### config.mk
export PLATFORM = sky130hd
export DESIGN_NAME = hex_to_base64_stream_unit_flat
export DESIGN_NICKNAME = d
export VERILOG_FILES = /design/src/rtl/h2b64_pkg.sv /design/src/rtl/h2b64_if.sv /design/src/rtl/h2b64_front.sv /design/src/rtl/h2b64_queue.sv /design/src/rtl/h2b64_back.sv /design/src/rtl/hex_to_base64_stream_unit.sv /design/src/flat_wrapper.sv
export SDC_FILE = /design/constraint.sdc
export NUM_CORES = 1
export LEC_CHECK = 0
export BUFFER_PORTS_ARGS = -buffer_cell sky130_fd_sc_hd__buf_2
export CAP_MARGIN = 20
export CORE_ASPECT_RATIO = 0.75
export CORE_MARGIN = 2
export CORE_UTILIZATION = 56
export DETAILED_ROUTE_END_ITERATION = 7
export PLACE_DENSITY = 0.78
export SLEW_MARGIN = 30
export SYNTH_ARGS = -nofsm -noshare
export SYNTH_HDL_FRONTEND = slang
export SYNTH_HIERARCHICAL = 1
export SYNTH_SLANG_ARGS = --single-unit
export TNS_END_PERCENT = 5
### constraint.sdc
create_clock -name clock -period 4.65 [get_ports clock]
set_clock_uncertainty 0.1 [all_clocks]
set_input_delay 0.6975 -clock clock [delete_from_list [all_inputs] [get_ports clock]]
set_output_delay 0.6975 -clock clock [all_outputs]
set_load 0.02 [all_outputs]
### src/rtl/h2b64_pkg.sv
// Shared types, codes and character functions for the hex to Base64 stream unit.
`default_nettype none

package h2b64_pkg;

   localparam int unsigned QueueDepth = 4;

   // Kind of work handed from the front end to the back end
   localparam logic [1:0] JOB_FULL = 2'd0;
   localparam logic [1:0] JOB_ONE  = 2'd1;
   localparam logic [1:0] JOB_TWO  = 2'd2;
   localparam logic [1:0] JOB_ERR  = 2'd3;

   localparam logic [7:0] PAD_CHAR   = 8'h3D;
   localparam logic [7:0] DIGIT_ZERO = 8'h30;
   localparam logic [7:0] UPPER_A    = 8'h41;
   localparam logic [7:0] LOWER_A    = 8'h61;

   typedef struct packed {
      logic [1:0]  kind;
      logic        last;
      logic [23:0] group;
   } job_type;

   // Full 8-bit digit value; the high digit of a pair keeps only its low four bits,
   // the low digit is added whole, so characters outside the hex set can carry.
   function automatic logic [7:0] digit_value(input logic [7:0] c);
      logic [7:0] d;
      if (c >= DIGIT_ZERO && c <= 8'h39) begin
         d = c - DIGIT_ZERO;
      end else if (c >= UPPER_A && c <= 8'h5A) begin
         d = c - UPPER_A + 8'd10;
      end else begin
         d = c - LOWER_A + 8'd10;
      end
      return d;
   endfunction

   function automatic logic [7:0] b64_symbol(input logic [5:0] s);
      logic [7:0] s8;
      logic [7:0] r;
      s8 = {2'b00, s};
      if (s < 6'd26) begin
         r = UPPER_A + s8;
      end else if (s < 6'd52) begin
         r = LOWER_A + s8 - 8'd26;
      end else if (s < 6'd62) begin
         r = DIGIT_ZERO + s8 - 8'd52;
      end else if (s == 6'd62) begin
         r = 8'h2B;
      end else begin
         r = 8'h2F;
      end
      return r;
   endfunction

endpackage

`default_nettype wire

### src/rtl/h2b64_if.sv
// Valid/ready channel interfaces for hex input words and Base64 result words.
`default_nettype none

interface h2b64_req_if;
   logic       valid;
   logic       ready;
   logic [7:0] hex_char;
   logic       last_char;

   modport source (output valid, output hex_char, output last_char, input ready);
   modport sink   (input valid, input hex_char, input last_char, output ready);
endinterface

interface h2b64_rsp_if;
   logic       valid;
   logic       ready;
   logic [7:0] b64_char;
   logic       last_out;
   logic       odd_length_error;

   modport source (output valid, output b64_char, output last_out,
                   output odd_length_error, input ready);
   modport sink   (input valid, input b64_char, input last_out,
                   input odd_length_error, output ready);
endinterface

`default_nettype wire

### src/rtl/h2b64_front.sv
// Front end: pairs hex digits into bytes, gathers groups and issues encode jobs.
`default_nettype none

module h2b64_front
   import h2b64_pkg::*;
(
   input  wire logic    clock,
   input  wire logic    reset,
   h2b64_req_if.sink    req_chan,
   input  wire logic    q_ready,
   output logic         push,
   output job_type      push_job
);

   logic        nib_wait_ff, nib_wait_in;
   logic [3:0]  nib_ff, nib_in;
   logic [15:0] grp_ff, grp_in;
   logic [1:0]  cnt_ff, cnt_in;

   logic        accept;
   logic [7:0]  digit;
   logic [7:0]  byte_val;

   assign req_chan.ready = q_ready;
   assign accept   = req_chan.valid && q_ready;
   assign digit    = digit_value(req_chan.hex_char);
   assign byte_val = {nib_ff, 4'h0} + digit;

   always_comb begin
      nib_wait_in    = nib_wait_ff;
      nib_in         = nib_ff;
      grp_in         = grp_ff;
      cnt_in         = cnt_ff;
      push           = 1'b0;
      push_job.kind  = JOB_ERR;
      push_job.last  = 1'b1;
      push_job.group = 24'h0;
      if (accept) begin
         if (!nib_wait_ff) begin
            if (req_chan.last_char) begin
               // string ended on half a byte: report and drop the partial group
               push   = 1'b1;
               cnt_in = 2'd0;
               grp_in = 16'h0;
            end else begin
               nib_in      = digit[3:0];
               nib_wait_in = 1'b1;
            end
         end else begin
            nib_wait_in = 1'b0;
            if (cnt_ff == 2'd2) begin
               push           = 1'b1;
               push_job.kind  = JOB_FULL;
               push_job.last  = req_chan.last_char;
               push_job.group = {grp_ff, byte_val};
               cnt_in         = 2'd0;
               grp_in         = 16'h0;
            end else if (req_chan.last_char) begin
               push = 1'b1;
               if (cnt_ff == 2'd0) begin
                  push_job.kind  = JOB_ONE;
                  push_job.group = {byte_val, 16'h0};
               end else begin
                  push_job.kind  = JOB_TWO;
                  push_job.group = {grp_ff[15:8], byte_val, 8'h0};
               end
               cnt_in = 2'd0;
               grp_in = 16'h0;
            end else begin
               if (cnt_ff == 2'd0) begin
                  grp_in[15:8] = byte_val;
               end else begin
                  grp_in[7:0] = byte_val;
               end
               cnt_in = cnt_ff + 2'd1;
            end
         end
      end
   end

   always_ff @(posedge clock) begin
      if (reset) begin
         nib_wait_ff <= 1'b0;
         cnt_ff      <= 2'd0;
         grp_ff      <= 16'h0;
      end else begin
         nib_wait_ff <= nib_wait_in;
         cnt_ff      <= cnt_in;
         grp_ff      <= grp_in;
      end
      nib_ff <= nib_in;
   end

endmodule

`default_nettype wire

### src/rtl/h2b64_queue.sv
// Short register queue of encode jobs between front and back ends.
`default_nettype none

module h2b64_queue
   import h2b64_pkg::*;
#(
   parameter int unsigned DEPTH = QueueDepth
) (
   input  wire logic    clock,
   input  wire logic    reset,
   input  wire logic    push,
   input  wire job_type push_job,
   input  wire logic    pop,
   output logic         not_full,
   output logic         not_empty,
   output job_type      head
);

   localparam int unsigned PtrW = (DEPTH > 1) ? $clog2(DEPTH) : 1;
   localparam int unsigned CntW = $clog2(DEPTH + 1);
   localparam logic [CntW-1:0] FullCount = CntW'(DEPTH);
   localparam logic [PtrW-1:0] LastSlot  = PtrW'(DEPTH - 1);

   job_type         slot_ff [DEPTH];
   logic [PtrW-1:0] wr_ptr_ff, wr_ptr_in;
   logic [PtrW-1:0] rd_ptr_ff, rd_ptr_in;
   logic [CntW-1:0] count_ff, count_in;
   logic            do_push, do_pop;

   assign not_full  = (count_ff != FullCount);
   assign not_empty = (count_ff != '0);
   assign head      = slot_ff[rd_ptr_ff];
   assign do_push   = push && not_full;
   assign do_pop    = pop && not_empty;

   always_comb begin
      wr_ptr_in = wr_ptr_ff;
      rd_ptr_in = rd_ptr_ff;
      count_in  = count_ff;
      if (do_push) begin
         wr_ptr_in = (wr_ptr_ff == LastSlot) ? '0 : wr_ptr_ff + 1'b1;
      end
      if (do_pop) begin
         rd_ptr_in = (rd_ptr_ff == LastSlot) ? '0 : rd_ptr_ff + 1'b1;
      end
      if (do_push && !do_pop) begin
         count_in = count_ff + 1'b1;
      end else if (do_pop && !do_push) begin
         count_in = count_ff - 1'b1;
      end
   end

   always_ff @(posedge clock) begin
      if (reset) begin
         wr_ptr_ff <= '0;
         rd_ptr_ff <= '0;
         count_ff  <= '0;
      end else begin
         wr_ptr_ff <= wr_ptr_in;
         rd_ptr_ff <= rd_ptr_in;
         count_ff  <= count_in;
      end
      if (do_push) begin
         slot_ff[wr_ptr_ff] <= push_job;
      end
   end

endmodule

`default_nettype wire

### src/rtl/h2b64_back.sv
// Back end: registers each job's Base64 characters, one per cycle unless output stalls.
`default_nettype none

module h2b64_back
   import h2b64_pkg::*;
(
   input  wire logic    clock,
   input  wire logic    reset,
   input  wire logic    q_valid,
   input  wire job_type q_head,
   output logic         q_pop,
   h2b64_rsp_if.source  rsp_chan
);

   logic       job_valid_ff, job_valid_in;
   job_type    job_ff, job_in;
   logic [1:0] idx_ff, idx_in;
   logic       out_valid_ff, out_valid_in;
   logic [7:0] out_char_ff, out_char_in;
   logic       out_last_ff, out_last_in;
   logic       out_err_ff, out_err_in;

   logic       out_load;
   logic       final_char;
   logic       pad;
   logic [5:0] sextet;

   assign out_load   = job_valid_ff && (!out_valid_ff || rsp_chan.ready);
   assign final_char = (job_ff.kind == JOB_ERR) || (idx_ff == 2'd3);
   assign q_pop      = q_valid && (!job_valid_ff || (out_load && final_char));

   always_comb begin
      case (idx_ff)
         2'd0:    sextet = job_ff.group[23:18];
         2'd1:    sextet = job_ff.group[17:12];
         2'd2:    sextet = job_ff.group[11:6];
         default: sextet = job_ff.group[5:0];
      endcase
   end

   always_comb begin
      case (job_ff.kind)
         JOB_ONE: pad = idx_ff[1];
         JOB_TWO: pad = (idx_ff == 2'd3);
         default: pad = 1'b0;
      endcase
   end

   always_comb begin
      job_valid_in = job_valid_ff;
      job_in       = job_ff;
      idx_in       = idx_ff;
      if (out_load) begin
         idx_in = idx_ff + 2'd1;
         if (final_char) begin
            job_valid_in = 1'b0;
         end
      end
      // take the next job when idle or as the current one hands out its final character
      if (q_pop) begin
         job_valid_in = 1'b1;
         job_in       = q_head;
         idx_in       = 2'd0;
      end
   end

   always_comb begin
      out_valid_in = out_valid_ff && !rsp_chan.ready;
      out_char_in  = out_char_ff;
      out_last_in  = out_last_ff;
      out_err_in   = out_err_ff;
      if (out_load) begin
         out_valid_in = 1'b1;
         if (job_ff.kind == JOB_ERR) begin
            out_char_in = 8'h00;
            out_last_in = 1'b1;
            out_err_in  = 1'b1;
         end else begin
            out_char_in = pad ? PAD_CHAR : b64_symbol(sextet);
            out_last_in = job_ff.last && (idx_ff == 2'd3);
            out_err_in  = 1'b0;
         end
      end
   end

   always_ff @(posedge clock) begin
      if (reset) begin
         job_valid_ff <= 1'b0;
         out_valid_ff <= 1'b0;
      end else begin
         job_valid_ff <= job_valid_in;
         out_valid_ff <= out_valid_in;
      end
      job_ff      <= job_in;
      idx_ff      <= idx_in;
      out_char_ff <= out_char_in;
      out_last_ff <= out_last_in;
      out_err_ff  <= out_err_in;
   end

   assign rsp_chan.valid            = out_valid_ff;
   assign rsp_chan.b64_char         = out_char_ff;
   assign rsp_chan.last_out         = out_last_ff;
   assign rsp_chan.odd_length_error = out_err_ff;

endmodule

`default_nettype wire

### src/rtl/hex_to_base64_stream_unit.sv
// Hex character stream to Base64 character stream encoder, top level.
//
// One hex character word is taken per cycle while the job queue has room. Every
// six characters (three bytes) produce four Base64 words; at the last character
// a partial group is flushed with '=' padding, and a string that ends on half a
// byte gives a single word with odd_length_error and last_out set. The back end
// hands out one result word per cycle while the output is not stalled, so over
// long strings input runs at one word per cycle; a string ending in a short
// group yields four output words for its final two or four characters, absorbed
// by a QUEUE_DEPTH-entry job queue before the input stalls. With the back end
// idle, a job goes through the queue slot, the job register and the output
// register; behind earlier jobs or a stalled output it waits longer. Input and
// output stall independently through the queue and the registered output.
`default_nettype none

module hex_to_base64_stream_unit
   import h2b64_pkg::*;
#(
   parameter int unsigned QUEUE_DEPTH = QueueDepth
) (
   input  wire logic    clock,
   input  wire logic    reset,
   h2b64_req_if.sink    req_chan,
   h2b64_rsp_if.source  rsp_chan
);

   logic    push;
   job_type push_job;
   logic    q_not_full;
   logic    q_not_empty;
   logic    q_pop;
   job_type q_head;

   h2b64_front u_front (
      .clock    (clock),
      .reset    (reset),
      .req_chan (req_chan),
      .q_ready  (q_not_full),
      .push     (push),
      .push_job (push_job)
   );

   h2b64_queue #(
      .DEPTH (QUEUE_DEPTH)
   ) u_queue (
      .clock     (clock),
      .reset     (reset),
      .push      (push),
      .push_job  (push_job),
      .pop       (q_pop),
      .not_full  (q_not_full),
      .not_empty (q_not_empty),
      .head      (q_head)
   );

   h2b64_back u_back (
      .clock    (clock),
      .reset    (reset),
      .q_valid  (q_not_empty),
      .q_head   (q_head),
      .q_pop    (q_pop),
      .rsp_chan (rsp_chan)
   );

endmodule

`default_nettype wire

### src/flat_wrapper.sv
// flat-port wrapper written by rule: the top's interface ports become plain ports
module hex_to_base64_stream_unit_flat import h2b64_pkg::*;
#(
   parameter int unsigned QUEUE_DEPTH = QueueDepth
)
  (clock, reset, req_chan_valid, req_chan_hex_char, req_chan_last_char, req_chan_ready, rsp_chan_valid, rsp_chan_b64_char, rsp_chan_last_out, rsp_chan_odd_length_error, rsp_chan_ready);
  h2b64_req_if req_chan_i ();
  h2b64_rsp_if rsp_chan_i ();
  input  wire logic clock;
  input  wire logic reset;
  input wire logic [$bits(req_chan_i.valid)-1:0] req_chan_valid;
  input wire logic [$bits(req_chan_i.hex_char)-1:0] req_chan_hex_char;
  input wire logic [$bits(req_chan_i.last_char)-1:0] req_chan_last_char;
  output wire logic [$bits(req_chan_i.ready)-1:0] req_chan_ready;
  output wire logic [$bits(rsp_chan_i.valid)-1:0] rsp_chan_valid;
  output wire logic [$bits(rsp_chan_i.b64_char)-1:0] rsp_chan_b64_char;
  output wire logic [$bits(rsp_chan_i.last_out)-1:0] rsp_chan_last_out;
  output wire logic [$bits(rsp_chan_i.odd_length_error)-1:0] rsp_chan_odd_length_error;
  input wire logic [$bits(rsp_chan_i.ready)-1:0] rsp_chan_ready;
  assign req_chan_i.valid = req_chan_valid;
  assign req_chan_i.hex_char = req_chan_hex_char;
  assign req_chan_i.last_char = req_chan_last_char;
  assign req_chan_ready = req_chan_i.ready;
  assign rsp_chan_valid = rsp_chan_i.valid;
  assign rsp_chan_b64_char = rsp_chan_i.b64_char;
  assign rsp_chan_last_out = rsp_chan_i.last_out;
  assign rsp_chan_odd_length_error = rsp_chan_i.odd_length_error;
  assign rsp_chan_i.ready = rsp_chan_ready;
  hex_to_base64_stream_unit #(.QUEUE_DEPTH(QUEUE_DEPTH)) u_core (.clock(clock), .reset(reset), .req_chan(req_chan_i), .rsp_chan(rsp_chan_i));
endmodule
Yosys cells after proc, flatten, opt, wreduce, memory -nomap -nowiden
Memory sizes are Yosys's and may differ from the RTL's. A register that Yosys moved wholly into a read port is not among the register bits.
Cells that the tools add are included.
{"block": "totals", "register_bits": 44, "ram_bits": 108, "input_bits": 13, "out_inout_bits": 12, "word_cells": 133, "n_memories": 1}
{"block": "op_classes", "addsub": 17, "order_cmp": 7, "n_eq_ne": 12, "n_mux": 45, "bitwise": 2, "reduce_logical": 34}
{"memory": "u_core.u_queue.slot_ff", "words": 4, "width": 27, "read_ports": 1, "rd_ports_with_merged_regs": 1, "write_ports": 1, "line_no": "h2b64_queue.sv:24", "text": "job_type slot_ff [DEPTH];"}
{"op": "$mux 24", "count": 3}
{"op": "$mux 16", "count": 4}
{"op": "$mux 8", "count": 7}
{"op": "$mux 27", "count": 2}
{"op": "$mux 2", "count": 9}
{"op": "$pmux 6 s3", "count": 1}
{"op": "$add 7x6->8 const A", "count": 2}
{"op": "$add 8x4->8 const B", "count": 2}
{"op": "$sub 8x7->8 const B", "count": 2}
{"op": "$eq 2x2->1 const B", "count": 7}
{"op": "$mux 1", "count": 14}
{"op": "$logic_and 1x1->1", "count": 12}
{"op": "$lt 6x6->1 const B", "count": 2}
{"op": "$mux 3", "count": 3}
{"op": "$reduce_and 3->1", "count": 3}
{"op": "$add 2x1->2 const B", "count": 4}
{"op": "$add 8x8->8", "count": 1}
{"op": "$ge 8x6->1 const B", "count": 1}
{"op": "$ge 8x7->1 const B", "count": 1}
{"op": "$le 8x6->1 const B", "count": 1}
{"op": "$le 8x7->1 const B", "count": 1}
{"op": "$reduce_bool 2->1", "count": 4}
{"op": "$sub 7x6->8 const B", "count": 1}
{"op": "$sub 8x5->8 const B", "count": 1}
{"op": "17 further kinds", "count": 29}

Logic depth before layout (Yosys ltp)
Gate-level depths: netlist of the first run.
{"block": "depth", "ltp_word": 10, "ltp_mapped": 14, "depth_no_buf": 14}

By module
Netlist of the first run, hierarchy kept.
{"module": "h2b64_queue", "n_inst": 1, "cells_each": 189, "area_per_inst_um2": 4369.2, "seq_area_each_um2": 3423.3}
{"module": "h2b64_back", "n_inst": 1, "cells_each": 148, "area_per_inst_um2": 1948.1, "seq_area_each_um2": 1191.1}
{"module": "h2b64_front", "n_inst": 1, "cells_each": 234, "area_per_inst_um2": 1757.9, "seq_area_each_um2": 500.5}

Least setup slack after synthesis of the first run
OpenSTA, ideal clock, no wires.
{"block": "synth_timing", "kind": "input to register", "start": "in rsp_chan_ready", "end": "reg u_core.u_queue.count_ff[2]", "setup_time_ps": 70, "arrival_ps": 4794, "required_time_ps": 4480, "setup_slack_ps": -314, "cell_stages": 10, "n_path_buf": 0, "cell_sequence": "nand2b_1 o21ai_0 a21boi_0 o31ai_1 ha_1 inv_1 fa_1 xor2_1 or3_2 a21oi_1"}
{"block": "synth_between", "elab_chain_cells": 9, "elab_cells_between_ends": 11, "classes_between": "1 x mux; 10 x reduce/logical"}
{"item": "start: declaration", "line_no": "flat_wrapper.sv:19", "text": "input wire logic [$bits(rsp_chan_i.ready)-1:0] rsp_chan_ready;"}
{"item": "$logic_or 1x1->1 (*)", "line_no": "h2b64_back.sv:28", "text": "assign out_load = job_valid_ff && (!out_valid_ff || rsp_chan.ready);"}
{"item": "$logic_and 1x1->1 (*)", "line_no": "h2b64_back.sv:28"}
{"item": "$logic_and 1x1->1 (*)", "line_no": "h2b64_back.sv:30", "text": "assign q_pop = q_valid && (!job_valid_ff || (out_load && final_char));"}
{"item": "$logic_or 1x1->1 (*)", "line_no": "h2b64_back.sv:30"}
{"item": "$logic_and 1x1->1 (*)", "line_no": "h2b64_back.sv:30"}
{"item": "named net u_core.q_pop", "line_no": "hex_to_base64_stream_unit.sv:31", "text": "logic q_pop;"}
{"item": "$logic_and 1x1->1 (*)", "line_no": "h2b64_queue.sv:34", "text": "assign do_pop = pop && not_empty;"}
{"item": "$logic_not 1->1", "line_no": "h2b64_queue.sv:46", "text": "if (do_push && !do_pop) begin"}
{"item": "$logic_and 1x1->1", "line_no": "h2b64_queue.sv:46"}
{"item": "$mux 3 or $reduce_bool 2->1 (tied branches)"}
{"item": "end signal: assignment", "line_no": "h2b64_queue.sv:61", "text": "count_ff <= count_in;"}
{"item": "end: declaration", "line_no": "h2b64_queue.sv:27", "text": "logic [CntW-1:0] count_ff, count_in;"}
Mark *: on every way through the listed nets, which the timed path passes. The rest lies on a longest branch.
A chain may end at the register's enable or synchronous reset.

==> metrics, run 1 <==
Setup-failing EPs final=0; drt wl/cell=between 15 and 20 um; Max VDD drop=~0.34 mV; Starting Density=between 50% and 60%; RSZ-0062 raised after global routing=false; CP required=4710 ps; largest family of logic cells by synthesized area=multiplexers; Detailed Place HPWL=around 10000 um; global route hottest layer=met2; relative slew slack=between 30% and 40%; clk_lat worst skew=420 ps; GR Layer Usage met3=4.43%; largest net degree at the start of global routing=30; Cell variety after synth=around 70; slowest stage cell, crit path=o21ai_0; die width=143 um; Vias/cell=a little over 6; Least-Margin Pin Slew=911 ps; # Max-Cap Violations=0; post-layout min period=about 3400 ps; Post-Synth XOR/XNOR Area=~1.6%; GRT overflow=0; synth-to-layout area growth=10.2%; fmax=a little under 300 MHz; gpl congestion=between 0.8 and 0.9; Final Cell Area=around 0.009 mm^2; Final Cycle Share=around three quarters; Slew Limit Fails=0; die area=0.0154 mm^2; dpl cell area=approximately 0.0083 mm^2; Post-Syn Area=around 0.0081 mm^2; TritonRoute pass-1 iters=5; Worst Setup End Kind=flip-flop; share of layout cells above drive strength 1=19.7%; critical path class=in -> reg; pwr/cell area=between 500 and 600 mW/mm^2; Post-synth EDFFs=approximately 150; Buffers on Ports=24; nets=633; clk sink count=181; number of buffers created by CTS=17; synthesized area per cell=14.1 um^2; grt met2 use=roughly a third; first-pass GRT wire length=~25000 um; Post-CTS Setup Bufs=0; Seq/Total Area, Yosys=63.3%; Compound-Gate Fraction of Synth Area=a little under a tenth; gr usage total=21.6%; Synth area leaders=edfxtp_1, dfxtp_1, mux4_2; R2R Setup Slk=1320 ps; Yosys top cell by area=edfxtp_1; critical path, cell by cell=buf_2 > inv_1 > ha_1 > nor4b_1 > o21ai_0 > nand4_1 > xnor2_1 > nor2_1 > nor2_1 > ha_1 > a21o_1 > a21oi_1 > xor2_1 > xnor2_2 > o21ai_0; DR iter-0 viols=450; Buf/Inv on CP=2; flops & latches, synth=~180; number of routed nets with antenna violations=0; Fin. Hold Viols=0; Final TNS setup=0 ps; CTS clk-pin slew, worst paths=60 ps; top-area cell type share of the netlist area=between 50% and 60%; post-cts resize count=0; Synth Area in Adders=~4.8%; core area=0.0139 mm^2; CP max FO=6; IO Pins=25; root buffer cell=clkbuf_16; critical path's largest stage delay=roughly 440 ps; CP Launch Type=primary input; Worst EP arrival=about 3500 ps; simple-gate area share of the yosys netlist=8.63%; Pleak=a little over 0.003 uW; DR DRC count=0; # hold bufs at CTS=0; syn_nets=614; Syn Inst Count=571; ANT cells=0; DR vias=about 4700; H-Tree Depth=4; Worst Hold Class=reg -> reg; CTS tree=yes; Rows=37; global-route met1 utilization=a little under a third; vias in the first global route=about 4700; status=complete, no violations; Die H=between 100 and 150 um; Syn. warnings=6; dominant synthesized flop cell=edfxtp_1; initial antenna violation count=0; final WL=about 15000 um; maximum clock path buffer count=2; ys async rst share=0%; CP top delay family=compound AO/OA/AOI/OAI gates; post-synthesis mux area share=9.37%
-- state kept, by name (all words and copies together) (netlist names), 2 cells and up, named ones only --
| signal | count |
|---|---|
| u_core/u_back/idx_ff | 2 |
| u_core/u_back/job_ff | 27 |
| u_core/u_back/rsp_chan.b64_char | 8 |
| u_core/u_front/cnt_ff | 2 |
| u_core/u_front/grp_ff | 16 |
| u_core/u_front/nib_ff | 4 |
| u_core/u_queue/count_ff | 3 |
| u_core/u_queue/rd_ptr_ff | 2 |
| u_core/u_queue/slot_ff | 108 |
| u_core/u_queue/wr_ptr_ff | 2 |
-- metal layers --
layer | routed length, um | vias up
met4 | 161 | 0
met1 | 7130 | 2356
met5 | 0 | -
met2 | 7390 | 143
li1 | - | 2180
met3 | 733 | 16
-- Yosys cell counts, drive strengths merged, types with 10 or more instances --
cell type	count
edfxtp	149
nor2	52
nand2	36
a21oi	34
dfxtp	32
inv	30
ha	28
mux4	27
o21ai	27
buf	15
clkbuf	11
mux2i	10
-- layout make-up --
class	count	area, um^2
repair buffers	26	135
multi-input cells	334	2710
flip-flops and latches	181	5120
fillers	965	4990
clock buffers	19	433
inverters	30	115
well taps	175	219
clock inverters	13	171
-- logic make-up after synthesis --
logic type                 count (synthesis)
AOI/OAI and AO/OA                        105
other                                      1
xor gates and xnor gates                  13
buffers and inverters                     56
adders and majority gates                 30
muxes                                     40
and+or+nand+nor                          145
DFF                                      181
-- path summary, 6_finish.rpt --
| check | from | endpoint | depth (start not counted) |
|---|---|---|---|
| max | req_chan_hex_char[0] | u_core/u_queue/slot_ff[1][15] | 15 |
| min | u_core/u_front/grp_ff[15] | u_core/u_front/grp_ff[15] | 2 |
| max reg2reg | u_core/u_queue/count_ff[0] | u_core/u_queue/count_ff[2] | 10 |
| min reg2reg | u_core/u_front/grp_ff[15] | u_core/u_front/grp_ff[15] | 2 |
-- report_power, final --
part	leakage, uW	total, uW	internal, uW	switching (uW)
clock	0.000278	1460	854	602
sequential	0.00158	2250	2080	169
combinational	0.00122	1500	626	871
total	0.00308	5200	3560	1640
-- cells in the final DEF, fill, tap and decap left out, types with 5 or more instances in the layout --
master	synthesis	final
edfxtp_1	149	149
nor2_1	52	52
nand2_1	36	36
a21oi_1	34	34
dfxtp_1	32	31
ha_1	28	28
inv_1	27	27
mux4_2	27	27
buf_2	7	24
o21ai_0	22	22
clkbuf_16	0	17
nor3_1	9	9
mux2i_1	9	9
a22oi_1	8	8
nor2b_1	6	6
or2_2	6	6
nand3_1	6	6
xor2_1	6	6
inv_6	0	5
clkinvlp_4	0	5
xnor2_1	5	5
or3_1	5	5
-- stage by stage --
stage | utilization, % | std cells | power (uW) | hold WS, ps | setup WS, ps
2_1_floorplan | - | 571 | 3400 | 325 | 573
3_3_place_gp | 59.7 | 746 | 3690 | 339 | 1040
3_5_place_dp | 59.7 | 746 | 3750 | 344 | 903
4_1_cts | 64.1 | 778 | 5210 | 356 | 1200
5_1_grt | 64.1 | 778 | 5460 | 387 | 1000
6_report | 64.1 | 778 | 5200 | 357 | 1220
-- worst reg2reg max path, stage by stage, from the launching register on --
cell and delay (ps):
dfxtp_1 450, or3b_1 390, nand2_1 250, nor2_1 350
and2_4 260, ha_1 210, inv_1 80, fa_1 380
xor2_1 170, or3_2 420, a21oi_1 190
No activity file was read; power rests on OpenSTA's default activity.
==> run 2: changes to the inputs <==
--- a/config.mk
+++ b/config.mk
@@ -5,13 +5,14 @@
 export SDC_FILE = /design/constraint.sdc
 export NUM_CORES = 1
 export LEC_CHECK = 0
+export ABC_AREA = 1
 export BUFFER_PORTS_ARGS = -buffer_cell sky130_fd_sc_hd__buf_2
 export CAP_MARGIN = 20
 export CORE_ASPECT_RATIO = 0.75
 export CORE_MARGIN = 2
-export CORE_UTILIZATION = 56
+export CORE_UTILIZATION = 60
 export DETAILED_ROUTE_END_ITERATION = 7
-export PLACE_DENSITY = 0.78
+export PLACE_DENSITY = 0.79
 export SLEW_MARGIN = 30
 export SYNTH_ARGS = -nofsm -noshare
 export SYNTH_HDL_FRONTEND = slang
==> constraint.sdc (replaced) <==
create_clock -name clock -period 3.26 [get_ports clock]
set_clock_uncertainty 0.1 [all_clocks]
set_input_delay 0.489 -clock clock [delete_from_list [all_inputs] [get_ports clock]]
set_output_delay 0.489 -clock clock [all_outputs]
set_load 0.02 [all_outputs]
==> metrics, run 2 <==
dpl cell area=0.00884 mm^2 (+6.6%); largest net degree at the start of global routing=55 (+83%); number of buffers created by CTS=17 (unchanged); CP Launch Type=primary input; final WL=18100 um (+17%); CP top delay family=simple AND/OR/NAND/NOR gates; initial antenna violation count=0 (unchanged); Final Cycle Share=about nine tenths; top-area cell type share of the netlist area=52.1% (-3.3 points); # fillers=937 (-2.9%); Clk pwr share=24.2% (-3.8 points); RR Endpoint=u_core/u_queue/count_ff[2]; R2R depth=17 (+7); critical path, cell by cell=buf_2 > inv_1 > ha_1 > inv_1 > nor2_1 > nand2_1 > nand2_1 > nand2_1 > inv_1 > nor2_1 > nand2_1 > a21oi_1 > a21oi_1 > ha_1 > a21oi_1 > nand2_1 > or2_2 > nand2_1 > inv_1 > nand3_1 > nand2_1 > a21oi_1; ys async rst share=0% (unchanged); DR iter-0 viols=636 (+41%); post-cts resize count=0 (unchanged); maximum clock path buffer count=2 (unchanged); Final Cell Area=0.00941 mm^2 (+5.7%); Setup-failing EPs final=0 (unchanged); biggest regs=u_core/u_queue/slot_ff (108), u_core/u_back/job_ff (27), u_core/u_front/grp_ff (16); # Max-Cap Violations=0 (unchanged); Worst EP arrival=3080 ps (-400 ps); Synth Area in Adders=4.55% (-0.28 points); die area=0.0153 mm^2 (-0.80%); core area=0.0138 mm^2 (-0.33%); Syn. warnings=6 (unchanged); simple-gate area share of the yosys netlist=16.2% (+7.6 points); Seq pwr share=40.0% (-3.2 points); Synth area leaders=edfxtp_1, dfxtp_1, nor2_1; Post-synth EDFFs=149 (unchanged); Cells on Worst Hold Path=4 (+2); Largest register FFs=108 (unchanged); vias in the first global route=5702 (+22%); Max VDD drop=0.507 mV (+49%); DR vias=5944 (+27%); post-layout util=68.0% (+3.9 points); critical path's largest stage delay=330 ps (-110 ps); Seq/Total Area, Yosys=59.6% (-3.7 points); H-Tree Depth=4 (unchanged); Fin. Hold Viols=0 (unchanged); R2R Setup Slk=450 ps (-870 ps); Cell variety after synth=45 (-34%); pwr/cell area=866 mW/mm^2 (+48%); Detailed Place HPWL=12000 um (+21%); CP required=3390 ps (-1320 ps); synthesized area per cell=10.6 um^2 (-25%); Pleak=0.00371 uW (+20%); CTS clk-pin slew, worst paths=60 ps (about the same); # hold bufs at CTS=0 (unchanged); number of routed nets with antenna violations=0 (unchanged); clk sink count=181 (unchanged); drt wl/cell=17.5 um (-12%); Reg with most FFs=u_core/u_queue/slot_ff; Slew Limit Fails=0 (unchanged); gpl congestion=0.910 (+2.5%); commonest cells in the netlist=edfxtp_1, nor2_1, nand2_1; commonest non-fill, non-tap cells in the layout=edfxtp_1, nor2_1, nand2_1; Final TNS setup=0 ps (unchanged); worst hold endpoint=u_core/u_back/rsp_chan.valid; flops & latches, synth=181 (unchanged); RSZ-0062 raised after global routing=false; HP Start=rsp_chan_ready; post-synthesis mux area share=0% (-9.4 points); GRT overflow=0 (unchanged); die width=142 um (-0.40%); Rows=37 (unchanged); logic gate share of total power=35.8% (+7.0 points); Syn Inst Count=806 (+41%); nets=885 (+40%); ANT cells=0 (unchanged); root buffer cell=clkbuf_16; DR DRC count=0 (unchanged); CP max FO=6 (unchanged); post-layout min period=slightly below 3000 ps; internal cell power=5110 uW (+43%); status=complete, no violations; Least-Margin Pin Slew=808 ps (-102 ps); share of layout cells above drive strength 1=15.8% (-3.9 points); Reg2Reg Launch Point=u_core/u_queue/count_ff[0]; first-pass GRT wire length=28800 um (+17%); Worst Hold Class=in -> reg; IO Pins=25 (unchanged); Die H=108 um (-0.40%); Buf/Inv on CP=5 (+3); clk_lat worst skew=430 ps (about the same); TritonRoute pass-1 iters=7 (+2); Starting Density=62.0% (+3.8 points); dominant synthesized flop cell=edfxtp_1; most common cell after layout, fill and taps aside=edfxtp_1; Buffers on Ports=24 (unchanged); slowest stage cell, crit path=ha_1; most frequent cell after synthesis=edfxtp_1; Tot Pwr=8150 uW (+57%); Worst Setup End Kind=flip-flop; relative slew slack=45.9% (+6.7 points); Psw=3050 uW (+85%); fmax=approximately 340 MHz; largest family of logic cells by synthesized area=simple AND/OR/NAND/NOR gates; critical path class=in -> reg; Yosys top cell by area=edfxtp_1; Vias/cell=5.77 (-4.4%); CTS tree=yes; Crit path top cell by count=nand2_1; gr usage total=25.1% (+3.5 points); Post-Syn Area=0.00858 mm^2 (+6.3%); switching share of power=37.4% (+5.8 points); syn_nets=849 (+38%); Post-Synth XOR/XNOR Area=1.39% (-0.21 points); Post-CTS Setup Bufs=0 (unchanged); synth-to-layout area growth=9.65%; Compound-Gate Fraction of Synth Area=12.0% (+3.0 points)
-- run 2: cell count changes after synthesis, sizes merged, moves of 8 or more --
cell,change
a22oi,-8
and3,-8
clkbuf,-8
inv,+48
mux2i,-10
mux4,-27
nand2,+88
nand3,+15
nor2,+96
o21ai,+72
o22ai,+27
-- run 2: worst register-to-register path: cells and delay by family (launching register included) --
kind	cells	cell delay [ps]
adders and majority gates	2	590
DFF	1	400
buffers and inverters	5	410
and+or+nand+nor	10	1230
-- run 2: layer usage --
metal	wire [um]	vias up	GRT usage (%)	share of wire (%)
li1	-	2821	-	-
met3	1440	23	5.16	8.0
met5	0	-	0	0
met1	7760	2838	34.5	43
met4	246	0	8.43	1.4
met2	8610	262	40.4	48
-- run 2: cell type report --
cell class,instances,area (um^2),area share [%]
repair buffers,41,248,2.63
clock inverters,12,130,1.38
multi-input cells,521,2940,31.3
flip-flops and latches,181,5110,54.4
clock buffers,20,437,4.64
inverters,80,318,3.38
well taps,175,219,2.33
-- run 2: how the worst max path moves through the flow --
stage,from,endpoint,slack (ps),cells after the start
after floorplan,req_chan_hex_char[4],u_core/u_queue/slot_ff[0][23],330,16
after global placement,req_chan_hex_char[1],u_core/u_queue/slot_ff[2][23],20,22
after detailed placement,req_chan_hex_char[1],u_core/u_queue/slot_ff[2][23],-100,22
after CTS,req_chan_hex_char[1],u_core/u_queue/slot_ff[1][23],340,22
after global routing,req_chan_hex_char[1],u_core/u_queue/slot_ff[3][23],20,22
final,req_chan_hex_char[1],u_core/u_queue/slot_ff[1][23],320,22
-- run 2: logic make-up (layout without fill, tap and decap cells) --
logic type | after synthesis | in the layout
other | 1 | 1
buffers and inverters | 104 | 153
adders and majority gates | 30 | 30
and+or+nand+nor | 305 | 305
xor gates and xnor gates | 11 | 11
DFF | 181 | 181
AOI/OAI and AO/OA | 174 | 174
-- run 2: through the flow --
step	cells	worst slack [ps]	hold WS, ps
finish	1030	317	251
global route	1030	18.8	269
CTS	1030	336	239
detailed placement	998	-100	355
global placement	998	23.5	350
floorplan	806	330	335
-- run 2: power groups by stage --
stage,Clock [uW],Sequential (uW),Combinational (uW)
4_1_cts,1990,3260,2880
5_1_grt,2080,3290,3230
3_5_place_dp,0,3300,2860
6_report,1980,3260,2920
3_3_place_gp,0,3290,2710
2_1_floorplan,0,3300,2220
==> run 3: changes to the inputs <==
--- a/config.mk
+++ b/config.mk
@@ -13,9 +13,9 @@
 export CORE_UTILIZATION = 60
 export DETAILED_ROUTE_END_ITERATION = 7
 export PLACE_DENSITY = 0.79
+export RECOVER_POWER = 50
 export SLEW_MARGIN = 30
 export SYNTH_ARGS = -nofsm -noshare
 export SYNTH_HDL_FRONTEND = slang
 export SYNTH_HIERARCHICAL = 1
 export SYNTH_SLANG_ARGS = --single-unit
-export TNS_END_PERCENT = 5
==> metrics, run 3 (same netlist as run 2, synthesis figures left out) <==
# hold bufs at CTS=0 (unchanged); first-pass GRT wire length=28800 um (unchanged); R2R Setup Slk=300 ps (-150 ps); clk sink count=181 (unchanged); critical path class=reg -> reg; GRT overflow=0 (unchanged); root buffer cell=clkbuf_16; Starting Density=62.0% (unchanged); Slew Limit Fails=0 (unchanged); CP required=3340 ps (-50 ps); relative slew slack=40.8% (-5.1 points); Setup-failing EPs final=0 (unchanged); Fin. Hold Viols=0 (unchanged); IO Pins=25 (unchanged); gr usage total=25.1% (unchanged); RR Endpoint=u_core/u_back/rsp_chan.b64_char[2]; ANT cells=0 (unchanged); Worst Setup End Kind=flip-flop; Detailed Place HPWL=12000 um (unchanged); clk_lat worst skew=430 ps (about the same); die width=142 um (unchanged); biggest regs=u_core/u_queue/slot_ff (108), u_core/u_back/job_ff (27), u_core/u_front/grp_ff (16); gpl congestion=0.910 (unchanged); TritonRoute pass-1 iters=6 (-1); status=complete, no violations; R2R depth=11 (-6); H-Tree Depth=4 (unchanged); Reg with most FFs=u_core/u_queue/slot_ff; Max VDD drop=0.502 mV (-0.96%); Final TNS setup=0 ps (unchanged); post-layout min period=2960 ps (+15.4 ps); number of buffers created by CTS=17 (unchanged); core area=0.0138 mm^2 (unchanged); CP Launch Type=flip-flop; DR DRC count=0 (unchanged); Worst EP arrival=3030 ps (-50 ps); CTS tree=yes; pwr/cell area=865 mW/mm^2 (-0.17%); Post-CTS Setup Bufs=0 (unchanged); Vias/cell=5.79 (+0.40%); Rows=37 (unchanged); DR vias=5968 (+0.40%); Die H=108 um (unchanged); post-cts resize count=0 (unchanged); RSZ-0062 raised after global routing=false; commonest non-fill, non-tap cells in the layout=edfxtp_1, nor2_1, nand2_1; share of layout cells above drive strength 1=12.5% (-3.3 points); number of routed nets with antenna violations=0 (unchanged); Least-Margin Pin Slew=887 ps (+79.1 ps); Pleak=0.00364 uW (-1.6%); initial antenna violation count=0 (unchanged); most common cell after layout, fill and taps aside=edfxtp_1; Worst Hold Class=in -> reg; # Max-Cap Violations=0 (unchanged); maximum clock path buffer count=2 (unchanged); Reg2Reg Launch Point=u_core/u_back/idx_ff[0]; final WL=18100 um (+0.18%); fmax=338 MHz (-0.52%); die area=0.0153 mm^2 (unchanged); setup slack after layout=302 ps (-15.4 ps); Largest register FFs=108 (unchanged); Final Cycle Share=90.7% (+0.47 points); CTS clk-pin slew, worst paths=70 ps (about the same); Buffers on Ports=24 (unchanged); pre-CTS setup slack=-100 ps (unchanged); synth-to-layout area growth=8.65%; worst hold endpoint=u_core/u_back/rsp_chan.valid; HP Start=rsp_chan_ready; vias in the first global route=5702 (unchanged); drt wl/cell=17.6 um (+0.18%); Tot Pwr=8060 uW (-1.1%); DR iter-0 viols=583 (-8.3%); nets=885 (unchanged); Cells on Worst Hold Path=4 (unchanged); largest net degree at the start of global routing=55 (unchanged); CP max FO=12 (+6)
==> run 3: changes by cell type in the layout (fill, tap and decap cells not counted), sizes merged <==
cell	change
clkinv	+1
clkinvlp	+1
clkbuf	+15
inv	-2
buf	-15
==> run 3: how the worst max path moves through the flow <==
stage,start,end,cells past startpoint
after global placement,req_chan_hex_char[1],u_core/u_queue/slot_ff[2][23],22
after detailed placement,req_chan_hex_char[1],u_core/u_queue/slot_ff[2][23],22
after global routing,req_chan_hex_char[1],u_core/u_queue/slot_ff[3][23],22
after floorplan,req_chan_hex_char[4],u_core/u_queue/slot_ff[0][23],16
final,u_core/u_back/idx_ff[0],u_core/u_back/rsp_chan.b64_char[2],11
after CTS,req_chan_hex_char[1],u_core/u_queue/slot_ff[1][23],22
==> run 3: worst max-delay path, stage by stage (launching register included) <==
cell and delay [ps]:
dfxtp_1 340, ha_1 260, inv_1 660, nand2_1 160, o21bai_1 530, nand2_1 110
nand2_1 170, nand3b_1 100, nand2_1 60, nor2_1 40, nor2_1 100, nor2_1 50
==> run 3: cell type report <==
type	count	area [um^2]
sequential	181	5110
inverter	80	314
fill	963	4520
clock inverter	12	130
tap	175	219
clock buffer	20	437
multi-input combinational	521	2890
timing repair buffer	41	223
==> run 3: metal layers <==
metal / track usage, % / routed length (um) / vias up
li1: - / - / 2828
met5: 0 / 0 / -
met3: 5.16 / 1520 / 29
met1: 34.5 / 7700 / 2824
met2: 40.4 / 8630 / 287
met4: 8.43 / 253 / 0
==> run 3: where the power goes <==
| group | switching (uW) | total (uW) | internal (uW) |
|---|---|---|---|
| clock | 845 | 1970 | 1130 |
| sequential | 198 | 3260 | 3060 |
| combinational | 1960 | 2830 | 866 |
==> run 3: metrics by stage <==
stage	instances	area, um^2	utilization (%)	hold WS (ps)
floorplan	806	8580	-	335
global placement	998	8840	63.9	350
finish	1030	9320	67.4	254
CTS	1030	9410	68.0	239
detailed placement	998	8840	63.9	355
global route	1030	9320	67.4	269
